$ cat src/design/hbap_pkg.sv
// ----------------------------------------------------------------------------
// hbap_pkg
// Shared constants, command codes and control/status types of the block
// assembler and padder.
// ----------------------------------------------------------------------------
package hbap_pkg;

  localparam int BLOCK_BYTES = 64;
  localparam int WORDS       = BLOCK_BYTES / 4;
  localparam int WIDX_W      = $clog2(WORDS);
  localparam int FILL_W      = $clog2(BLOCK_BYTES);
  localparam int LEN_BYTES   = 8;
  localparam int TOTAL_W     = 64;

  localparam logic [7:0] PAD_MARK = 8'h80;

  localparam logic [1:0] CMD_ADD     = 2'd0;
  localparam logic [1:0] CMD_FINISH  = 2'd1;
  localparam logic [1:0] CMD_RESTART = 2'd2;

  localparam logic [WIDX_W-1:0] LAST_IDX   = WIDX_W'(WORDS - 1);
  localparam logic [WIDX_W-1:0] LEN_LO_IDX = WIDX_W'(WORDS - 2);
  localparam logic [FILL_W-1:0] FULL_FILL  = FILL_W'(BLOCK_BYTES - 1);
  localparam logic [FILL_W-1:0] TIGHT_FILL = FILL_W'(BLOCK_BYTES - LEN_BYTES);

  typedef struct packed {
    logic src_store;
    logic src_pad;
    logic with_len;
    logic final_blk;
  } mode_t;

  typedef struct packed {
    logic              add_byte;
    logic              restart;
    logic              emit_load;
    logic [WIDX_W-1:0] word_idx;
    mode_t             mode;
  } ctl_t;

  typedef struct packed {
    logic block_full;
    logic tight;
    logic out_free;
  } sts_t;

endpackage

$ cat src/design/hbap_ctrl.sv
// ----------------------------------------------------------------------------
// hbap_ctrl
// Controller: takes commands, sequences the word emission of each block
// and the second block of a tight finish.
// ----------------------------------------------------------------------------
module hbap_ctrl (
  input  logic                clk,
  input  logic                rst,
  input  logic                msg_valid,
  output logic                msg_stall,
  input  logic [1:0]          cmd,
  input  hbap_pkg::sts_t      sts,
  output hbap_pkg::ctl_t      ctl
);

  localparam logic ST_IDLE = 1'b0;
  localparam logic ST_EMIT = 1'b1;

  logic                        state;
  logic                        state_next;
  logic [hbap_pkg::WIDX_W-1:0] widx;
  logic [hbap_pkg::WIDX_W-1:0] widx_next;
  hbap_pkg::mode_t             mode;
  hbap_pkg::mode_t             mode_next;
  logic                        second;
  logic                        second_next;

  always_comb begin
    state_next    = state;
    widx_next     = widx;
    mode_next     = mode;
    second_next   = second;
    msg_stall     = (state != ST_IDLE);
    ctl.add_byte  = 1'b0;
    ctl.restart   = 1'b0;
    ctl.emit_load = 1'b0;
    ctl.word_idx  = widx;
    ctl.mode      = mode;
    unique case (state)
      ST_IDLE: begin
        if (msg_valid) begin
          unique case (cmd)
            hbap_pkg::CMD_ADD: begin
              ctl.add_byte = 1'b1;
              if (sts.block_full) begin
                state_next  = ST_EMIT;
                widx_next   = '0;
                mode_next   = '{src_store: 1'b1, src_pad: 1'b0,
                                with_len: 1'b0, final_blk: 1'b0};
                second_next = 1'b0;
              end
            end
            hbap_pkg::CMD_FINISH: begin
              state_next = ST_EMIT;
              widx_next  = '0;
              if (sts.tight) begin
                mode_next   = '{src_store: 1'b0, src_pad: 1'b1,
                                with_len: 1'b0, final_blk: 1'b0};
                second_next = 1'b1;
              end else begin
                mode_next   = '{src_store: 1'b0, src_pad: 1'b1,
                                with_len: 1'b1, final_blk: 1'b1};
                second_next = 1'b0;
              end
            end
            hbap_pkg::CMD_RESTART: begin
              ctl.restart = 1'b1;
            end
            default: begin
            end
          endcase
        end
      end
      ST_EMIT: begin
        if (sts.out_free) begin
          ctl.emit_load = 1'b1;
          if (widx == hbap_pkg::LAST_IDX) begin
            if (second) begin
              widx_next   = '0;
              mode_next   = '{src_store: 1'b0, src_pad: 1'b0,
                              with_len: 1'b1, final_blk: 1'b1};
              second_next = 1'b0;
            end else begin
              state_next = ST_IDLE;
            end
          end else begin
            widx_next = widx + 1'b1;
          end
        end
      end
      default: begin
        state_next = ST_IDLE;
      end
    endcase
  end

  always_ff @(posedge clk) begin
    if (rst) begin
      state  <= ST_IDLE;
      widx   <= '0;
      mode   <= '0;
      second <= 1'b0;
    end else begin
      state  <= state_next;
      widx   <= widx_next;
      mode   <= mode_next;
      second <= second_next;
    end
  end

endmodule

$ cat src/design/hbap_datapath.sv
// ----------------------------------------------------------------------------
// hbap_datapath
// Datapath: block word store with byte writes, fill and length counters,
// word formation with padding and length, and the output register.
// ----------------------------------------------------------------------------
module hbap_datapath (
  input  logic                 clk,
  input  logic                 rst,
  input  logic [7:0]           data_byte,
  input  hbap_pkg::ctl_t       ctl,
  output hbap_pkg::sts_t       sts,
  output logic                 word_valid,
  input  logic                 word_stall,
  output logic [31:0]          block_word,
  output logic [4:0]           word_index,
  output logic                 end_of_block,
  output logic                 end_of_message
);

  logic [31:0]                  store [hbap_pkg::WORDS];
  logic [hbap_pkg::FILL_W-1:0]  fill;
  logic [hbap_pkg::TOTAL_W-1:0] total;
  logic [hbap_pkg::TOTAL_W-1:0] bits;
  logic [hbap_pkg::WIDX_W-1:0]  pidx;
  logic [1:0]                   lane;
  logic [4:0]                   lane_sh;
  logic [31:0]                  pad_word;
  logic [31:0]                  emit_word;
  logic                         last_word;

  assign pidx    = fill[hbap_pkg::FILL_W-1:2];
  assign lane    = fill[1:0];
  assign lane_sh = {lane, 3'b000};
  assign bits    = {total[hbap_pkg::TOTAL_W-4:0], 3'b000};
  assign pad_word = (store[pidx] & ~(32'hFFFF_FFFF << lane_sh))
                  | ({24'h0, hbap_pkg::PAD_MARK} << lane_sh);
  assign last_word = (ctl.word_idx == hbap_pkg::LAST_IDX);

  assign sts.block_full = (fill == hbap_pkg::FULL_FILL);
  assign sts.tight      = (fill >= hbap_pkg::TIGHT_FILL);
  assign sts.out_free   = !word_valid || !word_stall;

  always_comb begin
    emit_word = '0;
    if (ctl.mode.src_store) begin
      emit_word = store[ctl.word_idx];
    end
    if (ctl.mode.src_pad) begin
      if (ctl.word_idx < pidx) begin
        emit_word = store[ctl.word_idx];
      end else if (ctl.word_idx == pidx) begin
        emit_word = pad_word;
      end
    end
    if (ctl.mode.with_len) begin
      if (ctl.word_idx == hbap_pkg::LEN_LO_IDX) begin
        emit_word = emit_word | bits[31:0];
      end else if (last_word) begin
        emit_word = emit_word | bits[63:32];
      end
    end
  end

  always_ff @(posedge clk) begin
    if (ctl.add_byte) begin
      store[pidx][lane_sh +: 8] <= data_byte;
    end
  end

  always_ff @(posedge clk) begin
    if (rst) begin
      fill  <= '0;
      total <= '0;
    end else if (ctl.restart) begin
      fill  <= '0;
      total <= '0;
    end else if (ctl.add_byte) begin
      total <= total + 1'b1;
      if (sts.block_full) begin
        fill <= '0;
      end else begin
        fill <= fill + 1'b1;
      end
    end else if (ctl.emit_load && ctl.mode.src_pad && last_word) begin
      fill <= '0;
    end
  end

  always_ff @(posedge clk) begin
    if (rst) begin
      word_valid <= 1'b0;
    end else if (ctl.emit_load) begin
      word_valid <= 1'b1;
    end else if (!word_stall) begin
      word_valid <= 1'b0;
    end
  end

  always_ff @(posedge clk) begin
    if (ctl.emit_load) begin
      block_word     <= emit_word;
      word_index     <= 5'(ctl.word_idx);
      end_of_block   <= last_word;
      end_of_message <= last_word && ctl.mode.final_blk;
    end
  end

endmodule

$ cat src/design/hash_block_assembler_padder.sv
// ----------------------------------------------------------------------------
// hash_block_assembler_padder
// Message byte collector and Merkle-Damgard padder feeding a hash core.
// ----------------------------------------------------------------------------
// Bytes (cmd 0) are taken one per cycle into a word store while the input
// is not stalled. The byte that completes a block stalls the input while
// the block leaves as one 32-bit little-endian word per cycle when the
// output does not stall. A finish (cmd 1) emits one padded block with the
// bit length in its last two words, or two blocks when fewer than eight
// bytes remain after the pad byte; the input stalls until the last word of
// the last block is loaded into the output register. Restart (cmd 2) clears
// the fill count and the message length.
// ----------------------------------------------------------------------------
module hash_block_assembler_padder (
  input  logic        clk,
  input  logic        rst,
  input  logic        msg_valid,
  output logic        msg_stall,
  input  logic [1:0]  cmd,
  input  logic [7:0]  data_byte,
  output logic        word_valid,
  input  logic        word_stall,
  output logic [31:0] block_word,
  output logic [4:0]  word_index,
  output logic        end_of_block,
  output logic        end_of_message
);

  hbap_pkg::ctl_t ctl;
  hbap_pkg::sts_t sts;

  hbap_ctrl u_ctrl (
    .clk       (clk),
    .rst       (rst),
    .msg_valid (msg_valid),
    .msg_stall (msg_stall),
    .cmd       (cmd),
    .sts       (sts),
    .ctl       (ctl)
  );

  hbap_datapath u_datapath (
    .clk            (clk),
    .rst            (rst),
    .data_byte      (data_byte),
    .ctl            (ctl),
    .sts            (sts),
    .word_valid     (word_valid),
    .word_stall     (word_stall),
    .block_word     (block_word),
    .word_index     (word_index),
    .end_of_block   (end_of_block),
    .end_of_message (end_of_message)
  );

endmodule

$ cat config.mk
export PLATFORM = sky130hd
export DESIGN_NAME = hash_block_assembler_padder
export DESIGN_NICKNAME = d
export VERILOG_FILES = /design/src/design/hbap_pkg.sv /design/src/design/hbap_ctrl.sv /design/src/design/hbap_datapath.sv /design/src/design/hash_block_assembler_padder.sv
export SDC_FILE = /design/constraint.sdc
export NUM_CORES = 1
export LEC_CHECK = 0
export BUFFER_PORTS_ARGS = -buffer_cell sky130_fd_sc_hd__buf_2
export CAP_MARGIN = 5
export CELL_PAD_IN_SITES_DETAIL_PLACEMENT = 1
export CELL_PAD_IN_SITES_GLOBAL_PLACEMENT = 1
export CORE_AREA = 4 4 206 258
export CTS_CLUSTER_DIAMETER = 50
export DETAILED_ROUTE_END_ITERATION = 10
export DIE_AREA = 0 0 210 262
export HOLD_SLACK_MARGIN = 0.12
export PLACE_DENSITY = 0.86
export SETUP_SLACK_MARGIN = 0.05
export SLEW_MARGIN = 20
export SYNTH_ARGS = -nofsm -noshare
export SYNTH_HDL_FRONTEND = slang
export SYNTH_SLANG_ARGS = --single-unit
$ cat constraint.sdc
create_clock -name clk -period 11.5 [get_ports clk]
set_input_delay 2.3 -clock clk [delete_from_list [all_inputs] [get_ports clk]]
set_output_delay 2.3 -clock clk [all_outputs]
set_load 0.005 [all_outputs]
==> impl_metrics.ini <==
[power_and_ir_drop]
seq_power_share = 0.516
power.internal_mw = 3.80
p_per_area_nw_per_um2 = 151
p_clk_frac = 0.452
netSwitchingFraction = 0.217
power_leakage_nw = 9.52
ir_worst_vdd_v = 0.000164
pwr-share-comb = 0.033
switchingPower_mw = 1.06

[placed_design]
numPortBuffers = 53
dp.final_hpwl_um = 57700
pre_cts_ws_ns = 6.20
gp_congestion = 0.887

[logic_synthesis]
synthesis.nets = 1875
synth_enable_flop_cells = 550
yosysWarnings = 0
synth_simple_gate_area_share = 0.0849
synth_top_flop_cell = edfxtp_1
async_reset_ff_frac = 0
synth_fa_ha_area_frac = 0.00601
yosys.cell_count.top_type = edfxtp_1
synth_top_cells_by_area = edfxtp_1 (57%), mux4_2 (16%), dfxtp_1 (5.8%), mux2_2 (2.7%), mux2i_1 (2.4%)
muxShareOfSynthArea = 0.212
syn_area_sq_um = 29200
avgSynthCellArea_sq_um = 15.8
synth-compound-area-share = 0.0430
synthTopCellsByCount = edfxtp_1 (550), mux4_2 (209), nand2_1 (127)
yosys.area.top_type = edfxtp_1
seq_area_frac_synth = 0.625
synth-xor-area-share = 0.00871
synth_top_family_by_area = multiplexers
synth_cell_type_count = 67
netlist.area_leader.share = 0.566
synth-seq-cells = 635
syn_inst = 1847

[detailed_routing]
ant_nets = 0
drt_iter0_drc = 3209
vias = 19300
post_drt_wl_per_cell_um = 37.0
drc = 0
routed_via_density = 7.51
drt-pass1-iter-count = 8
routed_wl_um = 95300

[worst_setup_path]
worstPathArrival_ns = 5.34
cp_cell_sequence = buf_2 -> nor4b_4 -> buf_4 -> nand4_1 -> or3_1 -> or4_1 -> a21oi_1
crit_buf_inv = 2
crit_fanout = 21
end_kind = register
r2r_slack_ns = 7.40
cp-start-kind = input port
cp_slowest_cell = nand4_1
worst-setup-path-type = in -> reg
cp.required_ns = 12.02
cp_top_family = simple AND/OR/NAND/NOR gates
slowest_delay_ns = 0.79

[clocking]
post_cts_resized = 0
root_buffer = clkbuf_16
clockBufferDepth = 3
cts.sinks = 635
cts_setup_buffers = 0
ctsHoldBuffers = 0
cts.clk_slew.worst_paths_ns = 0.07
cts_buffers = 66
insertion_delay_ns = 0.61
h-tree-depth = 3
cts_tree = yes

[die]
die_w_um = 210
die_area_sq_um = 55000
initial_core_util = 0.578
io_pins = 55
rows = 92
die_h_um = 262
core_area_sq_um = 50400

[timing]
hold-worst-slack_ns = 0.510
worst_pin_slew_ns = 1.22
finalMaxSlewViolations = 0
tns_ns = 0
post-route-period-util = 0.419
finalHoldViolCount = 0
final.min_clock_period_ns = 4.82
slew_headroom = 0.178
worst_slack_ns = 6.68
setup_violations = 0
rsz0062_at_grt = false
finClkSkew_ns = 0.0234
max_freq_mhz = 208

[global_route]
grt_first_pass_wirelength_um = 140000
grt_pass1_vias = 20200
grt_overflow = 0
grt_max_degree = 68
antenna_found_initial = 4
track_usage = 0.348

[status]
status = completed

[layout]
drive_above_1_share = 0.256
area_growth_pct = 10.4
nets = 1894
post-route-util = 0.638
fill_cells = 4431

[worst_hold_path]
hp-class = reg -> reg

[run]
maxCapViolCount = 0
flip-flops by register name (all words and copies together), names as in the netlist, named ones only:
signal	count
u_ctrl.ctl	3
u_ctrl.second	1
u_datapath.word_index	4
u_datapath.total	61
u_datapath.block_word	32
u_datapath.store	512
u_ctrl.widx	4
u_ctrl.msg_stall	1
u_datapath.word_valid	1
u_datapath.end_of_block	1
u_datapath.end_of_message	1
u_datapath.fill	6
area by class of cell:
type,count,area (sq um),share of cell area
repair buffers,78,453,0.0141
well taps,658,823,0.0256
inverters,20,75.1,0.00233
diodes,1,2.50,0.0000778
flip-flops and latches,635,18200,0.567
clock inverters,36,404,0.0126
multi-input cells,1065,10400,0.324
clock buffers,81,1760,0.0547
worst paths after layout:
path,start,endpoint,depth (start not counted)
setup / recovery,cmd[0],u_datapath.total[23],7
hold / removal,u_ctrl.second,u_ctrl.msg_stall,2
setup reg to reg,register,u_datapath.block_word[23],7
hold reg to reg,u_ctrl.second,u_ctrl.msg_stall,2
per-layer routing:
metal,vias to the layer above,GRT usage,routed length (um)
li1,7470,-,-
met2,1557,0.569,47100
met5,-,0,29
met4,4,0.191,5690
met3,353,0.0658,9950
met1,9942,0.446,32600
tightest hold or removal path, cell delays in order (launching register included):
cell      delay, ns
dfxtp_1        0.34
inv_1          0.07
a211oi_1       0.05
power groups by stage:
stage | clock network (mW) | logic [mW] | registers (mW)
final | 2.19 | 0.158 | 2.50
after global routing | 2.31 | 0.166 | 2.50
after CTS | 2.20 | 0.156 | 2.50
after detailed placement | 0 | 0.151 | 2.55
after global placement | 0 | 0.142 | 2.55
after floorplan | 0 | 0.106 | 2.55
cells by family after synthesis:
logic type,Yosys count
flip-flops,635
AO/OA/AOI/OAI,179
multiplexers,349
XOR/XNOR,29
AND/OR/NAND/NOR,493
other,1
buffers and inverters,147
adder cells (fa/ha/maj),14
cell usage in the layout (no fill, tap or decap), types with 5 or more instances in the layout:
cell type / instances
mux2i_1: 71
and2_1: 43
or3_1: 13
nor2b_1: 7
o311ai_0: 8
inv_1: 20
a222oi_1: 14
clkbuf_16: 68
nand2b_1: 5
edfxtp_1: 550
dfxtp_4: 6
xor2_1: 9
nor2_1: 107
clkinv_2: 5
clkbuf_1: 12
a211oi_1: 5
ha_1: 14
clkinv_1: 8
dfxtp_1: 77
a22oi_1: 19
and3_1: 15
o21ai_0: 24
o211ai_1: 23
nand2_1: 127
nor3_1: 15
nand3_1: 57
a21oi_1: 41
o31ai_1: 18
nor4_1: 15
buf_4: 25
or4_1: 20
nor2_2: 16
inv_6: 7
mux2_2: 69
nand4_1: 25
mux4_2: 209
buf_2: 53
and4_1: 5
xnor2_1: 20
bufinv_16: 6
per-stage QoR:
| stage | area (sq um) | std cells | power [mW] |
|---|---|---|---|
| after floorplan | 29200 | 1847 | 2.65 |
| after CTS | 32100 | 2573 | 4.86 |
| final | 32200 | 2574 | 4.85 |
| after global placement | 30000 | 2456 | 2.69 |
| after global routing | 32200 | 2574 | 4.98 |
| after detailed placement | 30000 | 2456 | 2.70 |
Power figures use the tool's default switching activity.
